## config.mk

```make
export PLATFORM = sky130hd
export DESIGN_NAME = beat_rate_sync_timer
export DESIGN_NICKNAME = d
export VERILOG_FILES = /design/src/brst_pkg.sv /design/src/brst_mul.sv /design/src/brst_div.sv /design/src/beat_rate_sync_timer.sv
export VERILOG_INCLUDE_DIRS = /design/src /design/src/src
export SDC_FILE = /design/constraint.sdc
export NUM_CORES = 2
export LEC_CHECK = 0
export BUFFER_PORTS_ARGS = -buffer_cell sky130_fd_sc_hd__buf_4
export CORE_AREA = 2 2 275 277
export CTS_CLUSTER_DIAMETER = 200
export DETAILED_ROUTE_END_ITERATION = 8
export DIE_AREA = 0 0 277 279
export GPL_ROUTABILITY_DRIVEN = 1
export PLACE_DENSITY = 0.69
export SYNTH_ARGS = -nofsm -noshare
export SYNTH_HDL_FRONTEND = slang
export SYNTH_HIERARCHICAL = 1
export SYNTH_SLANG_ARGS = --single-unit
```

## constraint.sdc

```tcl
create_clock -name i_clk -period 8.2 [get_ports i_clk]
set_clock_uncertainty 0.05 [all_clocks]
set_input_delay 0.41 -clock i_clk [delete_from_list [all_inputs] [get_ports i_clk]]
set_output_delay 0.41 -clock i_clk [all_outputs]
set_load 0.01 [all_outputs]
```

## src/beat_rate_sync_timer_defines.svh

```systemverilog
// ----------------------------------------------------------------------------
// Beat rate sync timer: assertion macros
// Shared assertion forms, all sampled on i_clk and idle while i_rst_n is low.
// ----------------------------------------------------------------------------
`ifndef BEAT_RATE_SYNC_TIMER_DEFINES_SVH
`define BEAT_RATE_SYNC_TIMER_DEFINES_SVH

// The consequent must hold in the same cycle as the antecedent.
`define BRST_ASSERT_NOW(label, ante, cons, msg) \
    label: assert property (@(posedge i_clk) disable iff (!i_rst_n) (ante) |-> (cons)) \
        else $error(msg);

// The consequent must hold in the cycle after the antecedent.
`define BRST_ASSERT_NEXT(label, ante, cons, msg) \
    label: assert property (@(posedge i_clk) disable iff (!i_rst_n) (ante) |=> (cons)) \
        else $error(msg);

`endif

```

## src/brst_pkg.sv

```systemverilog
// ----------------------------------------------------------------------------
// Beat rate sync timer package
// Widths, request kinds, register indexes and reset values of the timer.
// ----------------------------------------------------------------------------
`timescale 1ns / 1ps
`default_nettype none

package brst_pkg;

    // Width of every counter and of the beat period.
    localparam int CNT_W     = 32;
    // Bits of the iteration counter of the serial units.
    localparam int CNT_IDX_W = $clog2(CNT_W);
    // Configuration register width and index width.
    localparam int CFG_W     = 16;
    localparam int CFG_IDX_W = 2;
    // Stream data widths, rounded up to whole bytes.
    localparam int IN_W      = ((CNT_W + 7) / 8) * 8;
    localparam int OUT_W     = ((1 + 3 * CNT_W + 7) / 8) * 8;
    localparam int REQ_W     = 2;

    // Request kinds carried in the input tuser.
    typedef enum logic [REQ_W-1:0] {
        REQ_TICK  = 2'd0,
        REQ_EVENT = 2'd1,
        REQ_SYNC  = 2'd2,
        REQ_READ  = 2'd3
    } t_req;

    // Configuration register indexes.
    localparam logic [CFG_IDX_W-1:0] CFG_MIN_PERIOD     = 2'd0;
    localparam logic [CFG_IDX_W-1:0] CFG_DEFAULT_PERIOD = 2'd1;
    localparam logic [CFG_IDX_W-1:0] CFG_SLOW_PERIOD    = 2'd2;

    // Register values after reset.
    localparam logic [CFG_W-1:0] RST_MIN_PERIOD     = 16'd25;
    localparam logic [CFG_W-1:0] RST_DEFAULT_PERIOD = 16'd50;
    localparam logic [CFG_W-1:0] RST_SLOW_PERIOD    = 16'd100;

endpackage

`default_nettype wire

```

## src/brst_mul.sv

```systemverilog
// ----------------------------------------------------------------------------
// Serial multiplier
// Shift-and-add product of two counters, one multiplier bit per cycle,
// truncated to the counter width.
// ----------------------------------------------------------------------------
`timescale 1ns / 1ps
`default_nettype none

module brst_mul (
    input  wire logic                     i_clk,
    input  wire logic                     i_rst_n,
    input  wire logic                     i_start,
    input  wire logic [brst_pkg::CNT_W-1:0] i_a,
    input  wire logic [brst_pkg::CNT_W-1:0] i_b,
    output logic                          o_done,
    output logic [brst_pkg::CNT_W-1:0]    o_prod
);
    import brst_pkg::*;

    logic                 r_busy;
    logic                 r_done;
    logic [CNT_IDX_W-1:0] r_cnt;
    logic [CNT_W-1:0]     r_acc;
    logic [CNT_W-1:0]     r_mcand;
    logic [CNT_W-1:0]     r_mplier;

    // Control: count down through the multiplier bits.
    always_ff @(posedge i_clk) begin
        if (!i_rst_n) begin
            r_busy <= 1'b0;
            r_done <= 1'b0;
            r_cnt  <= '0;
        end else begin
            r_done <= r_busy && (r_cnt == '0);
            if (i_start) begin
                r_busy <= 1'b1;
                r_cnt  <= CNT_IDX_W'(CNT_W - 1);
            end else if (r_busy) begin
                r_cnt <= r_cnt - 1'b1;
                if (r_cnt == '0) begin
                    r_busy <= 1'b0;
                end
            end
        end
    end

    // Datapath: the multiplicand shifts up, the multiplier shifts down.
    always_ff @(posedge i_clk) begin
        if (i_start) begin
            r_acc    <= '0;
            r_mcand  <= i_a;
            r_mplier <= i_b;
        end else if (r_busy) begin
            if (r_mplier[0]) begin
                r_acc <= r_acc + r_mcand;
            end
            r_mcand  <= {r_mcand[CNT_W-2:0], 1'b0};
            r_mplier <= {1'b0, r_mplier[CNT_W-1:1]};
        end
    end

    assign o_done = r_done;
    assign o_prod = r_acc;

endmodule

`default_nettype wire

```

## src/brst_div.sv

```systemverilog
// ----------------------------------------------------------------------------
// Serial divider
// Restoring division of two counters, one quotient bit per cycle.
// ----------------------------------------------------------------------------
`timescale 1ns / 1ps
`default_nettype none

module brst_div (
    input  wire logic                     i_clk,
    input  wire logic                     i_rst_n,
    input  wire logic                     i_start,
    input  wire logic [brst_pkg::CNT_W-1:0] i_dividend,
    input  wire logic [brst_pkg::CNT_W-1:0] i_divisor,
    output logic                          o_done,
    output logic [brst_pkg::CNT_W-1:0]    o_quo
);
    import brst_pkg::*;

    logic                 r_busy;
    logic                 r_done;
    logic [CNT_IDX_W-1:0] r_cnt;
    logic [CNT_W-1:0]     r_rem;
    logic [CNT_W-1:0]     r_quo;
    logic [CNT_W-1:0]     r_dsor;
    logic [CNT_W:0]       shifted;
    logic [CNT_W:0]       diff;

    // Trial subtraction of the divisor from the shifted partial remainder.
    always_comb begin
        shifted = {r_rem, r_quo[CNT_W-1]};
        diff    = shifted - {1'b0, r_dsor};
    end

    // Control: count down through the quotient bits.
    always_ff @(posedge i_clk) begin
        if (!i_rst_n) begin
            r_busy <= 1'b0;
            r_done <= 1'b0;
            r_cnt  <= '0;
        end else begin
            r_done <= r_busy && (r_cnt == '0);
            if (i_start) begin
                r_busy <= 1'b1;
                r_cnt  <= CNT_IDX_W'(CNT_W - 1);
            end else if (r_busy) begin
                r_cnt <= r_cnt - 1'b1;
                if (r_cnt == '0) begin
                    r_busy <= 1'b0;
                end
            end
        end
    end

    // Datapath: dividend bits shift out of the top as quotient bits enter below.
    always_ff @(posedge i_clk) begin
        if (i_start) begin
            r_rem  <= '0;
            r_quo  <= i_dividend;
            r_dsor <= i_divisor;
        end else if (r_busy) begin
            if (!diff[CNT_W]) begin
                r_rem <= diff[CNT_W-1:0];
                r_quo <= {r_quo[CNT_W-2:0], 1'b1};
            end else begin
                r_rem <= shifted[CNT_W-1:0];
                r_quo <= {r_quo[CNT_W-2:0], 1'b0};
            end
        end
    end

    assign o_done = r_done;
    assign o_quo  = r_quo;

endmodule

`default_nettype wire

```

## src/beat_rate_sync_timer.sv

```systemverilog
// ----------------------------------------------------------------------------
// Beat rate sync timer
// Keeps a local beat count in step with a remote count carried by sync
// requests. Requests enter on the slave stream: tuser holds the request kind
// (tick, beat event, sync, read), tdata the remote count of a sync. Every
// request gives one result on the master stream. The config port writes the
// minimum, default and slow periods; the user must write them only while the
// block is idle, which the block itself does not enforce. A tick, a beat
// event, a read and the first sync pass through the execute step alone; a sync
// that keeps or slows the period also passes the compare step; a catch-up sync
// then runs the serial multiplier and, unless the span is zero, the serial
// divider, each one bit per cycle. One request is in flight at a time, so the
// next request is taken only once the result is in the output register. A
// finished result may wait in the output register while the next request is
// accepted.
// Reset loads the register reset values and clears all counters. If the
// receiver stalls, the result holds and the block stops after finishing the
// next request until the output register frees.
// ----------------------------------------------------------------------------
`timescale 1ns / 1ps
`default_nettype none
`include "beat_rate_sync_timer_defines.svh"

module beat_rate_sync_timer (
    input  wire logic                          i_clk,
    input  wire logic                          i_rst_n,
    // Configuration write port.
    input  wire logic                          i_cfg_we,
    input  wire logic [brst_pkg::CFG_IDX_W-1:0] i_cfg_idx,
    input  wire logic [brst_pkg::CFG_W-1:0]    i_cfg_data,
    // Request stream.
    input  wire logic                          s_axis_tvalid,
    output logic                               s_axis_tready,
    // tdata: remote_count [31:0]
    input  wire logic [brst_pkg::IN_W-1:0]     s_axis_tdata,
    // tuser: req_type [1:0]
    input  wire logic [brst_pkg::REQ_W-1:0]    s_axis_tuser,
    // Result stream.
    output logic                               m_axis_tvalid,
    input  wire logic                          m_axis_tready,
    // tdata: beat_fired [0], beat_count [32:1], period_ms [64:33],
    //        refresh_count [96:65], zero [103:97]
    output logic [brst_pkg::OUT_W-1:0]         m_axis_tdata
);
    import brst_pkg::*;

    typedef enum logic [2:0] {
        ST_IDLE,
        ST_EXEC,
        ST_CMP,
        ST_MUL,
        ST_DIV,
        ST_DONE
    } t_state;

    t_state           r_state;
    t_req             r_req;
    logic [CNT_W-1:0] r_rcount;
    logic [CFG_W-1:0] r_min_period;
    logic [CFG_W-1:0] r_default_period;
    logic [CFG_W-1:0] r_slow_period;
    logic [CNT_W-1:0] r_local;
    logic [CNT_W-1:0] r_beats_last;
    logic [CNT_W-1:0] r_remote_last;
    logic [CNT_W-1:0] r_period;
    logic [CNT_W-1:0] r_elapsed;
    logic [CNT_W-1:0] r_pending;
    logic             r_synced;
    logic [CNT_W-1:0] r_pred;
    logic [CNT_W-1:0] r_needed;
    logic             r_fired;
    logic [CNT_W-1:0] r_refresh_out;
    logic             r_out_valid;
    logic [OUT_W-1:0] r_out_data;

    logic             s_accept;
    logic [CNT_W-1:0] n_elapsed;
    logic             tick_fire;
    logic [CNT_W-1:0] n_pred;
    logic [CNT_W-1:0] local_delta;
    logic [CNT_W-1:0] min_ext;
    logic [CNT_W-1:0] default_ext;
    logic [CNT_W-1:0] slow_ext;
    logic             mul_start;
    logic             mul_done;
    logic [CNT_W-1:0] mul_prod;
    logic             div_start;
    logic             div_done;
    logic [CNT_W-1:0] div_quo;
    logic             out_free;
    logic [OUT_W-1:0] n_out_data;

    assign s_accept      = s_axis_tvalid && s_axis_tready;
    assign s_axis_tready = (r_state == ST_IDLE);
    assign out_free      = !r_out_valid || m_axis_tready;

    // Arithmetic for the current request.
    always_comb begin
        n_elapsed   = r_elapsed + 1'b1;
        tick_fire   = (n_elapsed >= r_period);
        n_pred      = {r_rcount[CNT_W-2:0], 1'b0} - r_remote_last;
        local_delta = r_local - r_beats_last;
        min_ext     = {{(CNT_W-CFG_W){1'b0}}, r_min_period};
        default_ext = {{(CNT_W-CFG_W){1'b0}}, r_default_period};
        slow_ext    = {{(CNT_W-CFG_W){1'b0}}, r_slow_period};
        mul_start   = (r_state == ST_CMP) && (r_pred > r_local);
        div_start   = (r_state == ST_MUL) && mul_done && (mul_prod != '0);
    end

    // Result word packing.
    always_comb begin
        n_out_data                    = '0;
        n_out_data[0]                 = r_fired;
        n_out_data[CNT_W:1]           = r_local;
        n_out_data[2*CNT_W:CNT_W+1]   = r_period;
        n_out_data[3*CNT_W:2*CNT_W+1] = r_refresh_out;
    end

    // Catch-up span: period times beats since the last sync.
    brst_mul u_mul (
        .i_clk   (i_clk),
        .i_rst_n (i_rst_n),
        .i_start (mul_start),
        .i_a     (r_period),
        .i_b     (local_delta),
        .o_done  (mul_done),
        .o_prod  (mul_prod)
    );

    // Catch-up period: span over the beats still needed.
    brst_div u_div (
        .i_clk      (i_clk),
        .i_rst_n    (i_rst_n),
        .i_start    (div_start),
        .i_dividend (mul_prod),
        .i_divisor  (r_needed),
        .o_done     (div_done),
        .o_quo      (div_quo)
    );

    // Sequencer, timer state, registers and the output register.
    always_ff @(posedge i_clk) begin
        if (!i_rst_n) begin
            r_state          <= ST_IDLE;
            r_min_period     <= RST_MIN_PERIOD;
            r_default_period <= RST_DEFAULT_PERIOD;
            r_slow_period    <= RST_SLOW_PERIOD;
            r_local          <= '0;
            r_beats_last     <= '0;
            r_remote_last    <= '0;
            r_period         <= {{(CNT_W-CFG_W){1'b0}}, RST_DEFAULT_PERIOD};
            r_elapsed        <= '0;
            r_pending        <= '0;
            r_synced         <= 1'b0;
            r_out_valid      <= 1'b0;
        end else begin
            // Configuration writes; an index beyond the list is ignored.
            if (i_cfg_we) begin
                case (i_cfg_idx)
                    CFG_MIN_PERIOD:     r_min_period     <= i_cfg_data;
                    CFG_DEFAULT_PERIOD: r_default_period <= i_cfg_data;
                    CFG_SLOW_PERIOD:    r_slow_period    <= i_cfg_data;
                    default: ;
                endcase
            end

            // A new result fills the output register; a taken one frees it.
            if ((r_state == ST_DONE) && out_free) begin
                r_out_valid <= 1'b1;
            end else if (r_out_valid && m_axis_tready) begin
                r_out_valid <= 1'b0;
            end

            case (r_state)
                ST_IDLE: begin
                    if (s_accept) begin
                        r_req    <= t_req'(s_axis_tuser);
                        r_rcount <= s_axis_tdata[CNT_W-1:0];
                        r_state  <= ST_EXEC;
                    end
                end

                ST_EXEC: begin
                    // Only a later sync goes on to the compare step.
                    r_fired <= (r_req == REQ_EVENT) || ((r_req == REQ_TICK) && tick_fire);
                    r_state <= ((r_req == REQ_SYNC) && r_synced) ? ST_CMP : ST_DONE;
                    case (r_req)
                        REQ_TICK: begin
                            if (tick_fire) begin
                                r_local       <= r_local + 1'b1;
                                r_pending     <= r_pending + 1'b1;
                                r_refresh_out <= r_pending + 1'b1;
                                r_elapsed     <= '0;
                            end else begin
                                r_elapsed     <= n_elapsed;
                                r_refresh_out <= r_pending;
                            end
                        end
                        REQ_EVENT: begin
                            r_local       <= r_local + 1'b1;
                            r_pending     <= r_pending + 1'b1;
                            r_refresh_out <= r_pending + 1'b1;
                            r_elapsed     <= '0;
                        end
                        REQ_SYNC: begin
                            r_refresh_out <= r_pending;
                            if (!r_synced) begin
                                // The first sync adopts the remote count.
                                r_local       <= r_rcount;
                                r_beats_last  <= r_rcount;
                                r_remote_last <= r_rcount;
                                r_period      <= default_ext;
                                r_synced      <= 1'b1;
                            end else begin
                                r_pred <= n_pred;
                            end
                        end
                        REQ_READ: begin
                            r_refresh_out <= r_pending;
                            r_pending     <= '0;
                        end
                        default: ;
                    endcase
                end

                ST_CMP: begin
                    // Behind: catch up through the multiplier. Ahead: slow down. Level: keep the period.
                    if (r_pred > r_local) begin
                        r_needed      <= r_pred - r_local;
                        r_beats_last  <= r_local;
                        r_remote_last <= r_rcount;
                        r_state       <= ST_MUL;
                    end else if (r_pred < r_local) begin
                        r_beats_last  <= r_local;
                        r_remote_last <= r_rcount;
                        r_period      <= slow_ext;
                        r_state       <= ST_DONE;
                    end else begin
                        r_state <= ST_DONE;
                    end
                end

                ST_MUL: begin
                    if (mul_done) begin
                        if (mul_prod == '0) begin
                            r_period <= default_ext;
                            r_state  <= ST_DONE;
                        end else begin
                            r_state <= ST_DIV;
                        end
                    end
                end

                ST_DIV: begin
                    if (div_done) begin
                        r_period <= (div_quo < min_ext) ? min_ext : div_quo;
                        r_state  <= ST_DONE;
                    end
                end

                ST_DONE: begin
                    if (out_free) begin
                        r_out_data <= n_out_data;
                        r_state    <= ST_IDLE;
                    end
                end

                default: r_state <= ST_IDLE;
            endcase
        end
    end

    assign m_axis_tvalid = r_out_valid;
    assign m_axis_tdata  = r_out_data;

    // An accepted request is always processed in the following cycle.
    `BRST_ASSERT_NEXT(a_accept_exec, s_accept, r_state == ST_EXEC, "accepted request not executed")
    // A beat from a tick restarts the elapsed counter.
    `BRST_ASSERT_NEXT(a_tick_clear, (r_state == ST_EXEC) && (r_req == REQ_TICK) && tick_fire,
        r_elapsed == '0, "tick beat did not clear elapsed time")
    // The divider starts only with a nonzero span and a nonzero divisor.
    `BRST_ASSERT_NOW(a_div_operands, div_start, (mul_prod != '0) && (r_needed != '0),
        "divider started with a zero operand")
    // Once synced, the block stays synced until reset.
    `BRST_ASSERT_NEXT(a_synced_holds, r_synced, r_synced, "synced flag dropped")

endmodule

`default_nettype wire
```

==> results.md <==
| Metric | Reported | Unit |
|---|---|---|
| Top-level port count | 163 | - |
| Sequential share of the synthesized area | 0.467 | - |
| Total leakage power | 15.7 | nW |
| Layout area overhead | 13.4 | % |
| Number of distinct library cell variants in the gate-level netlist after synthesis | 107 | - |
| Worst R2R Setup Slack | 2.61 | ns |
| Worst-case clock buffer depth | 3 | - |
| Die height | 279 | um |
| Remaining Overflow, GRT | 0 | - |
| Initial core utilization | 0.496 | - |
| Half-perimeter wire length of the detailed placement result | 66.0 | mm |
| Fmax | 179 | MHz |
| Layout cell share with drive strength beyond 1 | 0.125 | - |
| Launching point of the worst reg2reg path | r_elapsed[3]$_SDFFE_PN0P_ | - |
| Die span in x | 277 | um |
| Total count of max-transition violations in the final report | 0 | - |
| Final period utilization | 0.682 | - |
| Worst Hold Launch | i_cfg_data[15] | - |
| Signal arrival time at the worst endpoint | 6.03 | ns |
| Crit. Startpoint | r_elapsed[3]$_SDFFE_PN0P_ | - |
| Most frequent standard cell in the layout excluding fill and tap cells | nand2_1 | - |
| Cell Area, Synth | 0.0368 | mm^2 |
| Worst Max-Slew Pin Slew | 1.17 | ns |
| Cell area after placement | 0.0388 | mm^2 |
| Worst relative slew slack | 0.219 | - |
| Max capacitance violation total | 0 | - |
| Synthesis-stage register bit count | 679 | - |
| Stage delay of the slowest cell on the critical path | 0.83 | ns |
| Routability congestion estimate from global placement | 0.907 | - |
| Setup WS pre-CTS | 2.75 | ns |
| Maximum number of pins on one net before global-route repair | 86 | - |
| Peak fanout along the critical path | 37 | - |
| Element type at the critical path end | register | - |
| Critical Path RT | 8.64 | ns |
| WL final | 97.3 | mm |
| Type of origin of the critical path | register | - |
| Syn Area/Cell | 9.69 | um^2 |
| Overall routing resource usage | 0.245 | - |
| Run status | finished, final reports clean | - |
| Maximum ir drop on the vdd rail | 0.205 | mV |
| Total stage count of the critical path | 19 | - |
| Setup repair after global routing missed its margin | false | - |
| Largest delay share family, worst path | compound AO/OA/AOI/OAI gates | - |
| CTS Sinks | 679 | - |
| Total number of yosys warnings | 6 | - |
| H-tree level count | 3 | - |
| Layout Cell Area excl Fill | 0.0417 | mm^2 |
| Filler Cell Count | 6482 | - |
| Area of the core | 0.0741 | mm^2 |
| Path category of the worst min-delay check | input port to register | - |
| End of the critical path | r_local[26]$_SDFFE_PN0P_ | - |
| Most used cells in the layout excluding fill and tap cells | nand2_1, edfxtp_1, a21oi_1 | - |
| Area enclosed by the die boundary | 0.0773 | mm^2 |
| Most repeated library cell on the critical path | a21oi_1 | - |
| Number of diodes | 0 | - |
| Total CTS buffers | 75 | - |
| Std cell rows | 100 | - |
| Number of antenna violations at the first check in global routing | 0 | - |
| Number of vias in the routed layout | 29300 | - |
| Crit-path slowest cell | o21ai_4 | - |
| Total power draw | 9.34 | mW |
| WP buf/inv | 2 | - |
| DRT Pass-1 Iters | 6 | - |
| Ratio of total power to cell area | 224 | mW/mm^2 |
| Routed vias/inst | 5.90 | - |
| Kind of critical path | register to register | - |
| Count of input and output buffers | 155 | - |
| Antenna-violating nets left | 0 | - |
| Final Setup Violations | 0 | - |
| Post-synthesis async set-or-reset flop share | 0 | - |
| Depth of the most critical reg-to-reg path | 19 | - |
| Buffer type at the clock tree root | clkbuf_16 | - |
| CTS tree | yes | - |
| Clock slew at the register clock pins of the worst setup and hold paths | 0.06 | ns |
| Final period demand of the worst path | 5.59 | ns |
| Number of synthesized flops with an enable pin | 356 | - |
| Cell Chain, Critical Path | and3_1 > and3_1 > nand2_1 > nor2_2 > nand2_1 > nor3_1 > xor2_1 > ha_1 > a21oi_1 > o21ai_1 > a21oi_1 > a21oi_1 > a2111o_1 > o31ai_4 > buf_4 > inv_2 > o21ai_4 > nor2_1 > o221a_2 | - |
| Vias in the first global route | 27533 | - |
| Accumulated negative setup slack | 0 | ns |
| Yosys top cell by area | edfxtp_1 | - |
| DRT iter0 DRCs | 2733 | - |
| Final hold viol count | 0 | - |
| Resized Gates After CTS | 0 | - |
| DRC errors left | 0 | - |
| Final WS setup | 2.61 | ns |
| Capture instance of the worst register-to-register path | r_local[26]$_SDFFE_PN0P_ | - |
| Cell types with the largest area share after synthesis | edfxtp_1, dfxtp_1, ha_1 | - |
| Latest clock arrival within the worst-skew pair | 0.62 | ns |
| First-pass GRT wire length | 152 | mm |
| Post-detailed-route wirelength per cell | 19.6 | um |
| Post-Synthesis Cells | 3794 | - |
| Fin nets | 4205 | - |
| Top-area cell type share of the netlist area | 0.291 | - |
| Most used DFF post-synth | edfxtp_1 | - |
-- cells by family after synthesis --
group,synth area share
other,0.000102
buffers and inverters,0.0454
and+or+nand+nor,0.145
muxes,0.0364
AOI/OAI and AO/OA,0.183
DFF,0.467
xor gates and xnor gates,0.0486
adders and majority gates,0.0742
-- where the power goes --
part           internal [mW]  total [mW]  switching, mW
Clock                   1.95        3.36           1.41
Combinational          0.775        1.95           1.17
Sequential              3.81        4.03          0.219
-- worst register-to-register path, delay by kind of cell (launching register included) --
kind / cells / cell delay [ns]
flops: 1 / 0.42
fa+ha+maj: 1 / 0.27
compound gates: 8 / 2.27
buf+inv: 2 / 0.57
simple gates: 7 / 1.71
xor+xnor: 1 / 0.18
-- through the flow --
| step | hold slack (ns) | util | instances |
|---|---|---|---|
| floorplan | 0.350 | - | 3800 |
| global placement | 0.350 | 0.523 | 4776 |
| detailed placement | 0.355 | 0.523 | 4776 |
| CTS | 0.0101 | 0.563 | 4962 |
| global route | 0.0225 | 0.563 | 4962 |
| finish | 0.0415 | 0.563 | 4962 |
-- layout make-up --
cell class,instances,area [um^2],area share
clock inverter,41,344,0.00825
multi-input combinational,2704,18100,0.433
inverter,233,880,0.0211
sequential,679,17200,0.411
tap,969,1210,0.0291
timing repair buffer,240,1920,0.0461
clock buffer,96,2110,0.0506
-- repair_timing --
| action | in CTS | in global routing |
|---|---|---|
| endpoints found under the hold margin | 76 | 0 |
| buffers inserted | 0 | 0 |
| hold buffers | 49 | 0 |
-- synthesized netlist by cell type, types with 13 or more instances --
cell	number
nor2b_1	34
nor2_1	212
o21bai_1	20
and3_1	61
buf_2	27
a31oi_1	32
or3_1	15
nor4_1	23
xor2_1	75
mux2_2	108
and2_1	17
a221oi_1	16
nor3_1	63
nand2b_1	25
nand2_1	453
a222oi_1	13
ha_1	210
xnor2_1	129
a311oi_1	21
o211ai_1	22
edfxtp_1	356
o2111ai_1	17
o21ai_1	14
inv_1	231
o21a_1	43
dfxtp_1	323
nand3_1	124
o21ai_0	168
a21oi_1	349
o31ai_1	27
a21o_1	90
a22oi_1	35
nand4_1	43
a211oi_1	20
clkbuf_1	130
-- layer usage --
layer / GRT usage / wire (um)
met5: 0 / 0
met4: 0.0648 / 2160
met3: 0.0325 / 6180
met2: 0.401 / 44900
met1: 0.343 / 44000
-- how the worst min path moves through the flow --
stage	cells past startpoint	slack, ns	endpoint
6_report	3	0.04	r_default_period[15]$_SDFFE_PN0P_
2_1_floorplan	0	0.35	m_axis_tdata[0]$_DFFE_PP_
3_5_place_dp	0	0.35	u_div/r_dsor[14]$_DFFE_PP_
5_1_grt	3	0.02	r_default_period[15]$_SDFFE_PN0P_
4_1_cts	3	0.01	r_slow_period[15]$_SDFFE_PN0P_
3_3_place_gp	0	0.35	u_div/r_dsor[31]$_DFFE_PP_
-- registers in the layout (all words and copies together), names as in the netlist, 32 cells and up --
signal,count
r_refresh_out,32
u_mul/r_mplier,32
u_mul/r_mcand,32
r_rcount,32
r_elapsed,32
u_mul/o_prod,32
r_pred,32
r_pending,32
u_div/r_dsor,32
m_axis_tdata,97
u_div/o_quo,32
r_needed,32
u_div/r_rem,32
r_local,32
r_period,32
r_beats_last,32
r_remote_last,32
Power figures use the tool's default switching activity.
